`config.mk`:
```
export PLATFORM = sky130hd
export DESIGN_NAME = vgcd_back_flat
export DESIGN_NICKNAME = d
export VERILOG_FILES = /design/src/vgcd_pkg.sv /design/src/vgcd_if.sv /design/src/vgcd_back.sv /design/src/flat_wrapper.sv
export SDC_FILE = /design/constraint.sdc
export NUM_CORES = 1
export LEC_CHECK = 0
export BUFFER_PORTS_ARGS = -buffer_cell sky130_fd_sc_hd__buf_4
export CAP_MARGIN = 5
export CORE_UTILIZATION = 31
export CTS_CLUSTER_DIAMETER = 60
export DETAILED_ROUTE_END_ITERATION = 8
export PLACE_DENSITY = 0.63
export SLEW_MARGIN = 20
export SYNTH_ARGS = -nofsm -noshare
export SYNTH_HDL_FRONTEND = slang
export SYNTH_SLANG_ARGS = --single-unit
```
`constraint.sdc`:
```
create_clock -name clk -period 6.9 [get_ports clk]
set_input_delay 0.69 -clock clk [delete_from_list [all_inputs] [get_ports clk]]
set_output_delay 0.69 -clock clk [all_outputs]
set_load 0.005 [all_outputs]
```
`src/vgcd_pkg.sv`:
```
// Shared constants and types for the volume gradient block.
// No dependencies; every other file of the block but vgcd_ram uses this package.
package vgcd_pkg;

  localparam int MAX_X = 64;
  localparam int MAX_Y = 64;
  localparam int MAX_Z = 1024;

  // Coordinate widths and widths of the effective dimensions (which can hold the maximum).
  localparam int X_W  = $clog2(MAX_X);
  localparam int Y_W  = $clog2(MAX_Y);
  localparam int Z_W  = $clog2(MAX_Z);
  localparam int DX_W = $clog2(MAX_X + 1);
  localparam int DY_W = $clog2(MAX_Y + 1);
  localparam int DZ_W = $clog2(MAX_Z + 1);

  localparam int VOX_W  = 8;
  localparam int GRAD_W = 10;

  // Configuration port: raw register widths as written.
  localparam int CFG_IDX_W  = 2;
  localparam int CFG_DATA_W = 11;
  localparam int DIMX_REG_W = 7;
  localparam int DIMY_REG_W = 7;
  localparam int DIMZ_REG_W = 11;

  localparam logic [CFG_IDX_W-1:0] CFG_DIM_X = CFG_IDX_W'(0);
  localparam logic [CFG_IDX_W-1:0] CFG_DIM_Y = CFG_IDX_W'(1);
  localparam logic [CFG_IDX_W-1:0] CFG_DIM_Z = CFG_IDX_W'(2);

  localparam int DIM_X_RESET = 64;
  localparam int DIM_Y_RESET = 64;
  localparam int DIM_Z_RESET = 64;

  localparam logic KIND_VOXEL = 1'b0;
  localparam logic KIND_FLUSH = 1'b1;

  // Two planes of history, selected by z parity.
  localparam int HIST_DEPTH = 2 * MAX_X * MAX_Y;
  localparam int HIST_AW    = $clog2(HIST_DEPTH);

  // Job queue between front and back.
  localparam int QDEPTH = 4;
  localparam int QPTR_W = $clog2(QDEPTH);
  localparam int QLVL_W = $clog2(QDEPTH + 1);

  // What the front decides for one result.
  typedef struct packed {
    logic             xlo;
    logic             xhi;
    logic             ylo;
    logic             yhi;
    logic             zlo;
    logic             zhi_in;
    logic [VOX_W-1:0] zhi;
    logic [X_W-1:0]   x;
    logic [Y_W-1:0]   y;
    logic [Z_W-1:0]   z;
    logic             fin;
  } meta_t;

  // One queued job: decision plus neighbor samples from history.
  typedef struct packed {
    meta_t            meta;
    logic [VOX_W-1:0] vxl;
    logic [VOX_W-1:0] vxh;
    logic [VOX_W-1:0] vyl;
    logic [VOX_W-1:0] vyh;
    logic [VOX_W-1:0] vzl;
  } job_t;

  typedef struct packed {
    logic valid;
    job_t job;
  } push_t;

endpackage

```
`src/vgcd_if.sv`:
```


interface vgcd_out_if;
  logic                               valid;
  logic                               ready;
  logic signed [vgcd_pkg::GRAD_W-1:0] grad_x;
  logic signed [vgcd_pkg::GRAD_W-1:0] grad_y;
  logic signed [vgcd_pkg::GRAD_W-1:0] grad_z;
  logic [vgcd_pkg::X_W-1:0]           pos_x;
  logic [vgcd_pkg::Y_W-1:0]           pos_y;
  logic [vgcd_pkg::Z_W-1:0]           pos_z;
  logic                               last;

  modport source (output valid, grad_x, grad_y, grad_z, pos_x, pos_y, pos_z, last,
                  input ready);
  modport sink   (input valid, grad_x, grad_y, grad_z, pos_x, pos_y, pos_z, last,
                  output ready);
endinterface


```
`src/vgcd_back.sv`:
```
// Back part: central differences from queued jobs into the result register.
// Depends on vgcd_pkg and vgcd_if.
module vgcd_back (
  input  logic           clk,
  input  logic           rst,
  input  logic           q_valid,
  input  vgcd_pkg::job_t head,
  output logic           pop,
  vgcd_out_if.source     grad
);
  import vgcd_pkg::*;

  // Negated central difference in halves; an outside neighbor reads 0 and doubles.
  function automatic logic [GRAD_W-1:0] axis_grad(input logic lo_in, input logic [VOX_W-1:0] lo,
                                                  input logic hi_in, input logic [VOX_W-1:0] hi);
    logic [GRAD_W-1:0] f1, f2, d;
    f1 = lo_in ? GRAD_W'(lo) : '0;
    f2 = hi_in ? GRAD_W'(hi) : '0;
    d  = f1 - f2;
    if (!(lo_in && hi_in)) begin
      d = {d[GRAD_W-2:0], 1'b0};
    end
    return d;
  endfunction

  logic              out_valid;
  logic [GRAD_W-1:0] gx, gy, gz;
  logic [X_W-1:0]    px;
  logic [Y_W-1:0]    py;
  logic [Z_W-1:0]    pz;
  logic              plast;

  assign pop = q_valid && (!out_valid || grad.ready);

  always_ff @(posedge clk) begin
    if (rst) begin
      out_valid <= 1'b0;
    end else if (!out_valid || grad.ready) begin
      out_valid <= q_valid;
    end
  end

  always_ff @(posedge clk) begin
    if (pop) begin
      gx    <= axis_grad(head.meta.xlo, head.vxl, head.meta.xhi, head.vxh);
      gy    <= axis_grad(head.meta.ylo, head.vyl, head.meta.yhi, head.vyh);
      gz    <= axis_grad(head.meta.zlo, head.vzl, head.meta.zhi_in, head.meta.zhi);
      px    <= head.meta.x;
      py    <= head.meta.y;
      pz    <= head.meta.z;
      plast <= head.meta.fin;
    end
  end

  assign grad.valid  = out_valid;
  assign grad.grad_x = signed'(gx);
  assign grad.grad_y = signed'(gy);
  assign grad.grad_z = signed'(gz);
  assign grad.pos_x  = px;
  assign grad.pos_y  = py;
  assign grad.pos_z  = pz;
  assign grad.last   = plast;

endmodule

```
`src/flat_wrapper.sv`:
```
// flat-port wrapper written by rule: the top's interface ports become plain ports
module vgcd_back_flat import vgcd_pkg::*;
  (clk, rst, q_valid, head, pop, grad_valid, grad_grad_x, grad_grad_y, grad_grad_z, grad_pos_x, grad_pos_y, grad_pos_z, grad_last, grad_ready);
  vgcd_out_if grad_i ();
  input  logic clk;
  input  logic rst;
  input  logic q_valid;
  input  vgcd_pkg::job_t head;
  output logic pop;
  output wire logic [$bits(grad_i.valid)-1:0] grad_valid;
  output wire logic [$bits(grad_i.grad_x)-1:0] grad_grad_x;
  output wire logic [$bits(grad_i.grad_y)-1:0] grad_grad_y;
  output wire logic [$bits(grad_i.grad_z)-1:0] grad_grad_z;
  output wire logic [$bits(grad_i.pos_x)-1:0] grad_pos_x;
  output wire logic [$bits(grad_i.pos_y)-1:0] grad_pos_y;
  output wire logic [$bits(grad_i.pos_z)-1:0] grad_pos_z;
  output wire logic [$bits(grad_i.last)-1:0] grad_last;
  input wire logic [$bits(grad_i.ready)-1:0] grad_ready;
  assign grad_valid = grad_i.valid;
  assign grad_grad_x = grad_i.grad_x;
  assign grad_grad_y = grad_i.grad_y;
  assign grad_grad_z = grad_i.grad_z;
  assign grad_pos_x = grad_i.pos_x;
  assign grad_pos_y = grad_i.pos_y;
  assign grad_pos_z = grad_i.pos_z;
  assign grad_last = grad_i.last;
  assign grad_i.ready = grad_ready;
  vgcd_back u_core (.clk(clk), .rst(rst), .q_valid(q_valid), .head(head), .pop(pop), .grad(grad_i));
endmodule
```
After elaboration in Yosys (flattened, before gate mapping)
Cells that the tools add are included.
{ "totals": {"regBits": 54, "word_cells": 29, "output_inout_bits": 55} }
{ "classes": {"reduce_logical": 6, "add_sub_neg": 3, "mux": 9} }
{ "ops": {"columns": ["operator", "n"], "rows": [
  ["$mux W8", 6],
  ["$mux W10", 3],
  ["$sub A10 B10 Y10", 3],
  ["$logic_and A1 B1 Y1", 4],
  ["$logic_not A1 Y1", 1],
  ["$logic_or A1 B1 Y1", 1]
]} }

Logic depth before layout (Yosys ltp)
{ "depth": {"word_depth": 3, "ltp_mapped": 10} }

Least setup slack after synthesis
Ideal clock, no wire load.
{ "synth_path": {"kind": "input -> output", "startpoint": "in grad_ready", "endpoint": "out pop", "path_stages": 2, "arrival_ps": 4705, "path_slack_ps": 1505, "path_buffers": 0, "path_cell_list": "inv_1 -> a21boi_0"} }
{ "synth_via": {"elab_chain_len": 2} }
{ "synth_lines": {"columns": ["item", "line", "text"], "rows": [
  ["start: declaration", "flat_wrapper.sv:18", "input wire logic [$bits(grad_i.ready)-1:0] grad_ready;"],
  ["$logic_or A1 B1 Y1", "vgcd_back.sv:33", "assign pop = q_valid && (!out_valid || grad.ready);"],
  ["$logic_and A1 B1 Y1", "vgcd_back.sv:33", null],
  ["end: declaration", "flat_wrapper.sv:9", "output logic pop;"]
]} }
Every way passes these cells.

Final worst setup path
{ "layout_path": {"startpoint": "in head[75] in the netlist's numbering", "endpoint": "reg u_core.gx[8] (netlist: u_core.grad.grad_x[8]), data pin"} }
{ "layout_via": {"elab_chain_len": 3} }
{ "layout_lines": {"columns": ["item", "line", "text"], "rows": [
  ["start: declaration", "flat_wrapper.sv:8", "input vgcd_pkg::job_t head;"],
  ["$mux W8", "vgcd_back.sv:18", "f2 = hi_in ? GRAD_W'(hi) : '0;"],
  ["$sub A10 B10 Y10", "vgcd_back.sv:19", "d = f1 - f2;"],
  ["$mux W10 *", "vgcd_back.sv:20", "if (!(lo_in && hi_in)) begin"],
  ["end signal: assignment", "vgcd_back.sv:45", "gx <= axis_grad(head.meta.xlo, head.vxl, head.meta.xhi, head.vxh);"],
  ["end: declaration", "vgcd_back.sv:27", "logic [GRAD_W-1:0] gx, gy, gz;"]
]} }
Every way passes the cells marked *; elsewhere a longest branch is shown, timed or not.
A chain may end at the register's enable or synchronous reset.

==> metrics.txt <==
leakage dissipation=0.00193 uW; global router's overall resource usage=13.2%; Syn Nets=397; Detail Route Antenna Nets=0; mean post-synth cell area=10.7 um^2; CP endpoint kind=register; largest cells by area after synthesis=edfxtp_1 (52%), ha_1 (9.7%), nand2_1 (7.4%); area after detailed placement=4260 um^2; CTS Hold Buffers Added=0; Worst Setup Path Type=input pin to register; weighted congestion reported at the end of routability-driven placement=0.840; count of mapped cells out of synthesis=289; Setup Fix Bufs, Post-CTS=0; Clock Latency Late Sink=290 ps; vias after detailed routing=2,513; Reg clk slew, reported paths=90 ps; IR Drop Worst-Case VDD=0.0971 mV; mean number of vias per cell=4.50; xor and xnor area share after synthesis=5.11%; count of pins over their slew limit=0; max-slew headroom at the worst pin=54.4%; Area Overhead vs Synth=41.4%; final wirelength=6870 um; power density of the placed cells=196 nW/um^2; initial drt markers=57; antenna diode count=0; top cell type by total area after synthesis=edfxtp_1; global-route wire length before repair=10,600 um; Distinct cells, synth=24; Resize count post-CTS=0; final setup violation count=0; clock net sink count=54; number of fill cells in the layout=939; Final Worst Setup Slack=4380 ps; WL per Instance=12.3 um; buffer type at the clock tree root=clkbuf_8; Final nets=532; vias in the first global route=2,294; upper clock frequency limit=397 MHz; actual transition at the worst max-transition pin=683 ps; dominant combinational cell family by area after synthesis=simple AND/OR/NAND/NOR gates; starting density of the core=31.7%; I/O Buffers=135; maximum number of pins on one net before global-route repair=55; leading register cell type out of synthesis=edfxtp_1; Yosys reg bits=54; clock buffer count from CTS=5; final worst path period share=36.5%; number of antenna violations at the first check in global routing=0; status=completed; Req. time, crit path=7040 ps; post-synth top area share=51.6%; Site Rows=36; floorplan die width=102 um; maximum fanout count along the critical path=10; number of standard cells in the final layout excluding fillers=558; Setup Slack @ Placement=4090 ps; GRT Residual Overflow=0; startpoint type of the worst setup path=input pin; number of ports placed on the die boundary=136; # DRC=0; proportion of synthesized chip area in sequential cells=52.2%; floorplan core area=9730 um^2; Syn. warnings=0; arrival time reported for the critical path endpoint=2660 ps; simple-gate area share of the yosys netlist=18.1%; dpl hpwl=5550 um; min Tclk post-route=2520 ps; Total Negative Setup Slacks=0 ps; arithmetic-cell share of the synthesized area counting full adders, half adders and majority gates=11.7%; most used standard cell by instance count after synthesis=nand2_1; fraction of registers with async set/reset=0%; count of endpoints failing hold in the final timing report=0; clock skew=5.08 ps; number of synthesized flops with an enable pin=53; first drt pass iteration count=4; final standard cell utilization of the core=44.9%; clock tree from TritonCTS=yes; Finished Cell Area=4370 um^2; DIE HEIGHT=102 um; Netlist Area Pre-Place=3090 um^2; number of instances in the placed design=550; number of maximum-capacitance violations=0; unrepaired setup endpoints after global routing=false; mux contribution to synthesized area=0.324%; Clock Tree Buf Depth=2; type of the tightest min-delay check=input pin to register; H-tree lvl count=2; Commonest cells post-synth=nand2_1 (61), edfxtp_1 (53), and2_1 (26); layout cell share with drive strength beyond 1=34.6%; area fraction in compound gates after synthesis=11.1%; area of the die=10,400 um^2
==> area by class of cell <==
| type | count | area, um^2 | share of cell area [%] |
|---|---|---|---|
| clock inverter | 2 | 37.5 | 0.860 |
| sequential | 54 | 1610 | 36.9 |
| multi-input combinational | 223 | 1440 | 33.0 |
| clock buffer | 6 | 72.6 | 1.66 |
| timing repair buffer | 136 | 1020 | 23.4 |
| inverter | 4 | 15.0 | 0.344 |
| tap | 133 | 166 | 3.81 |
==> worst paths after layout <==
| path | from | endpoint | slack, ps | depth (start not counted) |
|---|---|---|---|---|
| setup / recovery | head[75] | u_core.grad.grad_x[8] | 4380 | 10 |
| hold / removal | rst | u_core.grad.valid | 540 | 2 |
| setup reg to reg | u_core.grad.valid | u_core.grad.grad_y[7] | 5470 | 2 |
| hold reg to reg | u_core.grad.valid | u_core.grad.valid | 570 | 2 |
==> placed cells by master (no fill, tap or decap), types with 3 or more instances in the layout <==
cell type and n:
buf_4 136, nand2_1 61, edfxtp_1 53, and2_1 26
ha_1 24, nor2_1 18, a21oi_1 18, o21ai_1 15
xor2_1 11, nand2b_1 9, o21ai_0 7, xnor2_1 7
a21o_1 6, clkbuf_8 5, inv_1 4, o211ai_1 3
and3_1 3, a221oi_2 3, or3_1 3, a211oi_1 3
fa_1 3
==> worst max-delay path, stage by stage <==
cell	delay, ps
buf_4	140
and2_1	140
ha_1	150
inv_1	50
fa_1	400
a21o_1	220
a221oi_2	310
o21ai_1	140
or3_1	350
o21ai_0	80
==> power by group <==
group / leakage, uW / internal (uW) / switching, uW / total (uW)
registers: 0.000523 / 403 / 9.29 / 412
clock network: 0.0000514 / 108 / 99.7 / 208
logic: 0.00135 / 123 / 111 / 235
total: 0.00193 / 634 / 220 / 855
==> sequential cells by signal, indices dropped and copies added (netlist names) <==
signal and cells:
u_core.grad.grad_x 10, u_core.grad.grad_y 10, u_core.grad.grad_z 10, u_core.grad.last 1, u_core.grad.pos_x 6, u_core.grad.pos_y 6
u_core.grad.pos_z 10, u_core.grad.valid 1
==> kinds of logic (layout without fill, tap and decap cells) <==
logic type      after synthesis  in the layout
mux                           1              1
buf+inv                      12            148
simple gates                121            121
xor+xnor                     18             18
compound gates               56             56
flops                        54             54
fa+ha+maj                    27             27
==> stage by stage <==
stage          total power, uW  hold WS (ps)
6_report                   855           542
5_1_grt                    909           525
4_1_cts                    871           528
3_5_place_dp               658           565
3_3_place_gp               653           541
2_1_floorplan              549           492
==> layer usage <==
| metal | up-vias | global-route usage, % | share of wire [%] |
|---|---|---|---|
| li1 | 1282 | - | - |
| met1 | 1139 | 15.5 | 43 |
| met2 | 81 | 22.8 | 47 |
| met3 | 11 | 4.14 | 8.2 |
| met4 | 0 | 4.35 | 1.8 |
| met5 | - | 0 | 0 |
No activity file was read; power rests on OpenSTA's default activity.
