## config.mk

```make
export PLATFORM = sky130hd
export DESIGN_NAME = vgcd_queue
export DESIGN_NICKNAME = d
export VERILOG_FILES = /design/src/vgcd_pkg.sv /design/src/vgcd_queue.sv
export SDC_FILE = /design/constraint.sdc
export NUM_CORES = 1
export LEC_CHECK = 0
export ABC_AREA = 0
export BUFFER_PORTS_ARGS = -buffer_cell sky130_fd_sc_hd__buf_2
export CORE_MARGIN = 2
export CORE_UTILIZATION = 61
export CTS_CLUSTER_SIZE = 24
export DETAILED_ROUTE_END_ITERATION = 6
export PLACE_DENSITY = 0.86
export SYNTH_ARGS = -nofsm -noshare
export SYNTH_HDL_FRONTEND = slang
export SYNTH_SLANG_ARGS = --single-unit
```

## constraint.sdc

```tcl
create_clock -name clk -period 5.35 [get_ports clk]
set_input_delay 0.8025 -clock clk [delete_from_list [all_inputs] [get_ports clk]]
set_output_delay 0.8025 -clock clk [all_outputs]
set_load 0.01 [all_outputs]
```

## src/vgcd_pkg.sv

```systemverilog
// Shared constants and types for the volume gradient block.
// No dependencies; every other file of the block but vgcd_ram uses this package.
package vgcd_pkg;

  localparam int MAX_X = 64;
  localparam int MAX_Y = 64;
  localparam int MAX_Z = 1024;

  // Coordinate widths and widths of the effective dimensions (which can hold the maximum).
  localparam int X_W  = $clog2(MAX_X);
  localparam int Y_W  = $clog2(MAX_Y);
  localparam int Z_W  = $clog2(MAX_Z);
  localparam int DX_W = $clog2(MAX_X + 1);
  localparam int DY_W = $clog2(MAX_Y + 1);
  localparam int DZ_W = $clog2(MAX_Z + 1);

  localparam int VOX_W  = 8;
  localparam int GRAD_W = 10;

  // Configuration port: raw register widths as written.
  localparam int CFG_IDX_W  = 2;
  localparam int CFG_DATA_W = 11;
  localparam int DIMX_REG_W = 7;
  localparam int DIMY_REG_W = 7;
  localparam int DIMZ_REG_W = 11;

  localparam logic [CFG_IDX_W-1:0] CFG_DIM_X = CFG_IDX_W'(0);
  localparam logic [CFG_IDX_W-1:0] CFG_DIM_Y = CFG_IDX_W'(1);
  localparam logic [CFG_IDX_W-1:0] CFG_DIM_Z = CFG_IDX_W'(2);

  localparam int DIM_X_RESET = 64;
  localparam int DIM_Y_RESET = 64;
  localparam int DIM_Z_RESET = 64;

  localparam logic KIND_VOXEL = 1'b0;
  localparam logic KIND_FLUSH = 1'b1;

  // Two planes of history, selected by z parity.
  localparam int HIST_DEPTH = 2 * MAX_X * MAX_Y;
  localparam int HIST_AW    = $clog2(HIST_DEPTH);

  // Job queue between front and back.
  localparam int QDEPTH = 4;
  localparam int QPTR_W = $clog2(QDEPTH);
  localparam int QLVL_W = $clog2(QDEPTH + 1);

  // What the front decides for one result.
  typedef struct packed {
    logic             xlo;
    logic             xhi;
    logic             ylo;
    logic             yhi;
    logic             zlo;
    logic             zhi_in;
    logic [VOX_W-1:0] zhi;
    logic [X_W-1:0]   x;
    logic [Y_W-1:0]   y;
    logic [Z_W-1:0]   z;
    logic             fin;
  } meta_t;

  // One queued job: decision plus neighbor samples from history.
  typedef struct packed {
    meta_t            meta;
    logic [VOX_W-1:0] vxl;
    logic [VOX_W-1:0] vxh;
    logic [VOX_W-1:0] vyl;
    logic [VOX_W-1:0] vyh;
    logic [VOX_W-1:0] vzl;
  } job_t;

  typedef struct packed {
    logic valid;
    job_t job;
  } push_t;

endpackage

```

## src/vgcd_queue.sv

```systemverilog
// Short job queue between the front and back parts.
// Depends on vgcd_pkg. The front never pushes into a full queue.
module vgcd_queue (
  input  logic                        clk,
  input  logic                        rst,
  input  vgcd_pkg::push_t             push,
  input  logic                        pop,
  output logic                        q_valid,
  output vgcd_pkg::job_t              head,
  output logic [vgcd_pkg::QLVL_W-1:0] level
);
  import vgcd_pkg::*;

  job_t              slots [QDEPTH];
  logic [QPTR_W-1:0] wr_ptr, rd_ptr;
  logic [QLVL_W-1:0] count;

  assign q_valid = count != '0;
  assign head    = slots[rd_ptr];
  assign level   = count;

  always_ff @(posedge clk) begin
    if (rst) begin
      wr_ptr <= '0;
      rd_ptr <= '0;
      count  <= '0;
    end else begin
      if (push.valid) begin
        wr_ptr <= wr_ptr + QPTR_W'(1);
      end
      if (pop) begin
        rd_ptr <= rd_ptr + QPTR_W'(1);
      end
      count <= count + QLVL_W'(push.valid) - QLVL_W'(pop);
    end
  end

  always_ff @(posedge clk) begin
    if (push.valid) begin
      slots[wr_ptr] <= push.job;
    end
  end

endmodule

```

Yosys cells after proc, flatten, opt, wreduce, memory -nomap -nowiden --
Memory sizes are Yosys's and may differ from the RTL's. A register that Yosys moved wholly into a read port is not among the register bits. Cells that the tools add are included.
Operators by class: reductions and logical operators 1, add/sub/neg operators 4, mux-type cells 4
Operators with widths (number):
- $add A2 B1 Y2 const B | 2
- $mux W2 | 2
- $add A3 B1 Y3 | 1
- $reduce_bool A3 Y1 | 1
- $sub A3 B1 Y3 | 1
- $mux W1 | 2
Word-level totals: memory bits (writable) 308, memories kept 1, register bits after elaboration 7, output and inout port bits 81
Memories:
- slots | depth 4, width 77, rd ports 1, clocked after memory_dff 1, wr ports 1, RTL line vgcd_queue.sv:14 | job_t slots [QDEPTH];

Depth between registers and ports, before layout --
Gate-level depths: netlist (run 1).
depth in word-level cells 3, depth in mapped cells 7

Least setup slack after synthesis (run 1) --
No wires, ideal clock.
kind in2reg, start input push[77] in the netlist's numbering, end memory slots[0][0] in the netlist's numbering (enable), data required time 4.907 ns, slack 2.308 ns, arrival time 2.599 ns, stages 1, cells stage by stage and2_1
Between the ends: cells in the longest elaborated chain, start to end 2
RTL lines:
- from (decl) | RTL line vgcd_queue.sv:6 | input vgcd_pkg::push_t push,
- $mux W1 | RTL line vgcd_queue.sv:39 | if (push.valid) begin
- $mux W1 (implied by the code) | RTL line vgcd_queue.sv:40 | slots[wr_ptr] <= push.job;
- to (decl) | RTL line vgcd_queue.sv:14
Every way passes these cells.

==> results of run 1 <==
worst max-delay path, delay by kind of cell (launching register included):
kind                   cells  cell delay (ps)
buffers and inverters      2              530
DFF                        1              830
muxes                      1              580
through the flow:
stage          utilization  std cells
4_1_cts              0.727        882
3_5_place_dp         0.675        826
3_3_place_gp         0.675        826
2_1_floorplan            -        444
5_1_grt              0.727        882
6_report             0.728        883
power groups by stage:
stage	clock network, uW	registers, uW	logic, uW
global placement	0	2960	479
finish	2060	2920	488
global route	2190	2930	527
CTS	2100	2920	498
floorplan	0	2940	325
detailed placement	0	2970	494
cell usage after synthesis:
cell / count
buf_6: 1
buf_12: 4
or3_1: 1
buf_2: 9
xnor2_1: 2
mux4_2: 77
and2_1: 4
dfxtp_1: 9
inv_1: 6
mux2i_1: 1
nand3b_1: 1
nor2b_1: 2
a21oi_1: 1
ha_1: 6
nor2_1: 5
edfxtp_1: 308
a21bo_2: 1
fa_1: 1
xor3_1: 1
clkbuf_1: 4
how the worst max path moves through the flow:
stage          startpoint                     to  slack, ps  cells past startpoint
4_1_cts         flip-flop               head[35]       1870                      3
2_1_floorplan    push[77]  slots[0][0]$_DFFE_PP_       2310                      1
3_3_place_gp    flip-flop               head[34]       2450                      3
5_1_grt         flip-flop               head[13]       1770                      3
3_5_place_dp    flip-flop               head[35]       2460                      3
6_report        flip-flop               head[15]       1960                      3
sequential cells by signal, summed over array words and instances (netlist names), named ones only:
register	count
wr_ptr	2
slots	308
rd_ptr	2
level	3
layout make-up:
type,instances,share of cell area
clock inverters,16,0.0116
repair buffers,166,0.0631
well taps,234,0.0216
diodes,1,0.000185
inverters,6,0.00166
flip-flops and latches,317,0.696
clock buffers,40,0.0604
multi-input cells,103,0.146
kinds of logic after synthesis:
group / count (synthesis) / share of synthesized area
AO/OA/AOI/OAI: 2 / 0.00130
flip-flops: 317 / 0.815
AND/OR/NAND/NOR: 13 / 0.00606
buffers and inverters: 24 / 0.0150
adder cells (fa/ha/maj): 7 / 0.00822
multiplexers: 78 / 0.151
XOR/XNOR: 3 / 0.00357
routing by layer:
layer  vias to the layer above  global-route usage
li1                       2253                   -
met1                      2747               0.280
met2                       194               0.341
met3                        39              0.0506
met4                         2              0.0484
met5                         -                   0
==> results.md, run 1 <==
* Hpwl dp at 12000 um
* Final wirelength at 20300 um
* Initial antenna violation count at 2
* Internal power at 4310 uW
* Slew @ Worst Pin at 1150 ps
* Wl on met1 at 7920 um
* Slowest-stage cell, CP: dfxtp_4
* CP Data Required Time at 4550 ps
* Post-CTS setup buffers at 0
* Detail Route met2 WL at 10400 um
* Pleak at 0.00461 uW
* Final TNS setup at 0 ps
* CP peak stage delay at 830 ps
* Port Buf Inserts at 161
* Reg clk slew, reported paths at 60 ps
* Syn_area_per_cell at 26.1 um2
* Hold crit path type: in2reg
* Critical path, cell by cell: buf_12 -> mux4_2 -> buf_2
* Reg-to-reg slack, setup at 3140 ps
* Drt first pass iters at 4
* I/O Pins at 162
* Post-Syn Area at 11600 um2
* Die area at 20100 um2
* Max_cap viols at 0
* Logic pwr share at 0.089
* Achievable Freq at 295 MHz
* Uppermost layer routed: met5
* Slew HR at 0.231
* WP data arrival at 2590 ps
* Final period utilization at 0.634
* Num rows at 50
* Final Max Tran Viols at 0
* Vias in the first global route at 5542
* DR iter-0 viols at 357
* Routed len/inst at 23.0 um
* Sw frac at 0.212
* TritonCTS clock tree: built
* First-pass GRT wire length at 31100 um
* Layout cell share with drive strength beyond 1 at 0.457
* Post-cts resize count at 0
* Sequential cell area at 9440 um2
* Hold Buf Count CTS at 0
* #FFs+latches synth at 317
* Reg-to-reg endpoint: slots[3][16]$_DFFE_PP_
* Vias at 5235
* Root Driver: clkbuf_16
* Multi-input gate area at 1980 um2
* Worst reg2reg path depth at 3
* Largest net degree at the start of global routing at 78
* RSZ-0062 raised after global routing: no
* CP Launch Type: flip-flop
* Final Cell Area at 13600 um2
* Final Hold Viols at 0
* DP Area at 12600 um2
* Mapped Cells at 444
* Die Y at 142 um
* Register share of total power at 0.534
* Via density at 5.93
* Skew-Pair Late Insertion Delay at 540 ps
* Core Region at 18600 um2
* Antenna-violating nets left at 0
* Gpl congestion at 0.715
* Most frequent cells in the layout: edfxtp_1 (308), buf_2 (161), mux4_2 (77)
* Final setup viols at 0
* Crit path kind: reg2out
* Fillers at 1085
* Global-route usage over all layers at 0.204
* Final Power at 5470 uW
* Min Tclk post-route at 3390 ps
* Metal3 WL at 1550 um
* Clock power frac at 0.377
* Initial core utilization at 0.621
* Maximum VDD drop at 295 uV
* Hold Path Origin: push[14]
* Reg2reg start: wr_ptr[0]$_SDFFE_PP0P_
* Total congestion overflow at 0
* DRC viols at 0
* Net Count, Synth at 532
* WHS at 474 ps
* Area growth syn-to-layout at 17.2%
* Fin nets at 712
* Post-synth top area share at 0.799
* CTS Sinks at 317
* Netlist cell types at 20
* Cell taking the most area after synthesis: edfxtp_1
* Hold EP: slots[2][14]$_DFFE_PP_
* Outcome: complete, no violations
* Seq/Total Area, Yosys at 0.815
* Setup ws final at 1960 ps
* CTS Buffer Depth at 3
* Max FO, Critical Path at 41
* Die W at 142 um
* CTS Buf Count at 30
* Worst Clk Skew at 5.79 ps
* Power Density at 403 nW/um2
* Post-Place Worst Slack at 2460 ps
* Cells on Worst Hold Path at 1
* Top cells by area, synth: edfxtp_1 (80%), mux4_2 (15%), dfxtp_1 (1.6%)
* Ys Warns at 0
* Most common cell after layout, fill and taps aside: edfxtp_1
* H-tree depth at 1
* Net Switching at 1160 uW
* Crit. End Element: primary output
(Power assumes the default switching activity.)
==> inputs of run 2 (changes only) <==
--- a/config.mk
+++ b/config.mk
@@ -5,13 +5,13 @@
 export SDC_FILE = /design/constraint.sdc
 export NUM_CORES = 1
 export LEC_CHECK = 0
-export ABC_AREA = 0
+export ABC_AREA = 1
 export BUFFER_PORTS_ARGS = -buffer_cell sky130_fd_sc_hd__buf_2
 export CORE_MARGIN = 2
-export CORE_UTILIZATION = 61
+export CORE_UTILIZATION = 57
 export CTS_CLUSTER_SIZE = 24
 export DETAILED_ROUTE_END_ITERATION = 6
-export PLACE_DENSITY = 0.86
+export PLACE_DENSITY = 0.81
 export SYNTH_ARGS = -nofsm -noshare
 export SYNTH_HDL_FRONTEND = slang
 export SYNTH_SLANG_ARGS = --single-unit
==> constraint.sdc (replaced) <==
create_clock -name clk -period 3.45 [get_ports clk]
set_input_delay 0.5175 -clock clk [delete_from_list [all_inputs] [get_ports clk]]
set_output_delay 0.5175 -clock clk [all_outputs]
set_load 0.01 [all_outputs]
==> run 2 against run 1 <==
Compared with the run above:
- sequential power is 53% higher
- worst setup slack worse by 1300 ps
- critical path depth rose by 2
- global-route usage down 0.80 points
- register-to-register slack worse by 1800 ps
- sequential share of layout area down 4.2 points
- critical path type unchanged
- critical endpoint is now head[35]
- largest cell class unchanged
==> results.md, run 2 <==
* Outcome: complete, no violations
* Most flop-heavy register: slots
* CP Data Required Time at 2930 ps
* Register share of total power at 0.542
* Post-synth ARST share at 0
* Pleak at 0.00565 uW
* Root Driver: clkbuf_16
* CP Launch Type: flip-flop
* Die W at 152 um
* Clock power frac at 0.365
* Most frequent cells in the layout: edfxtp_1 (308), inv_1 (166), nand2_1 (162)
* First-pass GRT wire length at 34900 um
* Post-Syn Area at 12400 um2
* Maximum VDD drop at 575 uV
* Fillers at 1523
* Initial antenna violation count at 8
* Crit. End Element: primary output
* #FFs+latches synth at 317
* Via density at 5.24
* Cells on Worst Hold Path at 2
* Final Hold Viols at 0
* Crit path kind: reg2out
* RSZ-0062 raised after global routing: no
* Max FO, Critical Path at 62
* CTS Buffer Depth at 3
* Commonest cells post-synth: edfxtp_1 (308), inv_1 (170), nand2_1 (162), a21oi_1 (83), o21ai_0 (81)
* Number of synthesized flops with an enable pin at 308
* Setup ws final at 688 ps
* Post-Place Worst Slack at 1240 ps
* Critical path, cell by cell: buf_4 -> a21oi_1 -> o21ai_0 -> nand2_1 -> buf_2
* Total congestion overflow at 0
* Cell taking the most area after synthesis: edfxtp_1
* Port Buf Inserts at 161
* DR iter-0 viols at 470
* Reg2reg start: wr_ptr[0]$_SDFFE_PP0P_
* Final TNS setup at 0 ps
* CP peak stage delay at 620 ps
* Reg clk slew, reported paths at 60 ps
* Die area at 23000 um2
* Hold crit path type: in2reg
* Net Count, Synth at 1041
* CTS Sinks at 317
* Uppermost layer routed: met5
* Skew-Pair Late Insertion Delay at 540 ps
* Count leader, synth: edfxtp_1
* Slew HR at 0.489
* Net Switching at 1860 uW
* Wl on met1 at 9770 um
* Mapped Cells at 953
* Post-CTS setup buffers at 0
* Detail Route met2 WL at 11200 um
* Sw frac at 0.226
* Final Max Tran Viols at 0
* Hold Buf Count CTS at 0
* Worst Clk Skew at 15.0 ps
* Layout cell share with drive strength beyond 1 at 0.191
* Primary FF master, synth: edfxtp_1
* Logic pwr share at 0.093
* Sequential cell area at 9440 um2
* Power Density at 572 nW/um2
* Post-synth top area share at 0.743
* Reg-to-reg endpoint: slots[2][17]$_DFFE_PP_
* Fin nets at 1196
* Initial core utilization at 0.576
* Most common cell after layout, fill and taps aside: edfxtp_1
* Min Tclk post-route at 2760 ps
* TritonCTS clock tree: built
* Reg-to-reg slack, setup at 1380 ps
* Num rows at 54
* Slew @ Worst Pin at 766 ps
* Top cells by area, synth: edfxtp_1 (74%), inv_1 (5.1%), nand2_1 (4.9%)
* Die Y at 152 um
* Multi-input gate area at 2120 um2
* Seq/Total Area, Yosys at 0.757
* Crit-path leading delay family: buffers and inverters
* Routed len/inst at 16.3 um
* WP data arrival at 2240 ps
* Gpl congestion at 0.753
* Area growth syn-to-layout at 15.9%
* Largest net degree at the start of global routing at 118
* Netlist cell types at 16
* Final setup viols at 0
* DRC viols at 0
* Core Region at 21600 um2
* Slowest-stage cell, CP: dfxtp_4
* Post-cts resize count at 0
* Achievable Freq at 362 MHz
* Worst reg2reg path depth at 5
* Vias at 7414
* Largest register FFs at 308
* Hpwl dp at 13700 um
* Hold Path Origin: rst
* WP buf/inv at 2
* Ys Warns at 0
* Final period utilization at 0.801
* Syn_area_per_cell at 13.1 um2
* CTS Buf Count at 31
* Vias in the first global route at 6938
* H-tree depth at 1
* Max_cap viols at 0
* Internal power at 6380 uW
* Hold EP: level[0]$_SDFF_PP0_
* Global-route usage over all layers at 0.196
* Final wirelength at 23000 um
* Antenna-violating nets left at 0
* Drt first pass iters at 5
* Metal3 WL at 1410 um
* I/O Pins at 162
==> run 2: power by group through the flow <==
stage               sequential, uW  combinational [uW]  clock (uW)
finish                        4470                 769        3010
global route                  4480                 867        3210
CTS                           4470                 782        3060
detailed placement            4550                 778           0
global placement              4540                 760           0
floorplan                     4530                 458           0
==> run 2: worst max-delay path by stage <==
stage,start,end,slack (ps),cells past startpoint
2_1_floorplan,wr_ptr[0]$_SDFFE_PP0P_,slots[2][0]$_DFFE_PP_,940,4
6_report,flip-flop,head[35],690,5
5_1_grt,flip-flop,head[30],520,5
4_1_cts,flip-flop,head[63],680,5
3_3_place_gp,flip-flop,head[27],1310,5
3_5_place_dp,flip-flop,head[35],1240,5
==> run 2: through the flow <==
stage	hold WS, ps	instance area (um2)	power [uW]	cells	util
finish	172	14400	8240	1414	0.667
global route	161	14400	8560	1411	0.667
CTS	152	14400	8310	1408	0.666
detailed placement	476	13500	5330	1355	0.625
global placement	460	13500	5300	1355	0.625
floorplan	436	12400	4990	953	-
==> run 2: cell type report <==
cell class | count | share of cell area
sequential | 317 | 0.654
multi-input combinational | 415 | 0.147
timing repair buffer | 173 | 0.0664
clock buffer | 41 | 0.0564
inverter | 170 | 0.0446
tap | 280 | 0.0243
clock inverter | 12 | 0.00581
antenna | 6 | 0.00104
==> run 2: routing by layer <==
layer / vias to the layer above / track usage
met5: - / 0
met4: 6 / 0.0630
met1: 3540 / 0.250
met2: 194 / 0.335
li1: 3620 / -
met3: 54 / 0.0479
==> run 2: kinds of logic (layout without fill, tap and decap cells) <==
| group | count (synthesis) | after routing | share of synthesized area |
|---|---|---|---|
| and+or+nand+nor | 167 | 167 | 0.0506 |
| buffers and inverters | 221 | 396 | 0.0721 |
| other | 0 | 6 | 0 |
| DFF | 317 | 317 | 0.757 |
| adders and majority gates | 7 | 7 | 0.00764 |
| AOI/OAI and AO/OA | 241 | 241 | 0.112 |
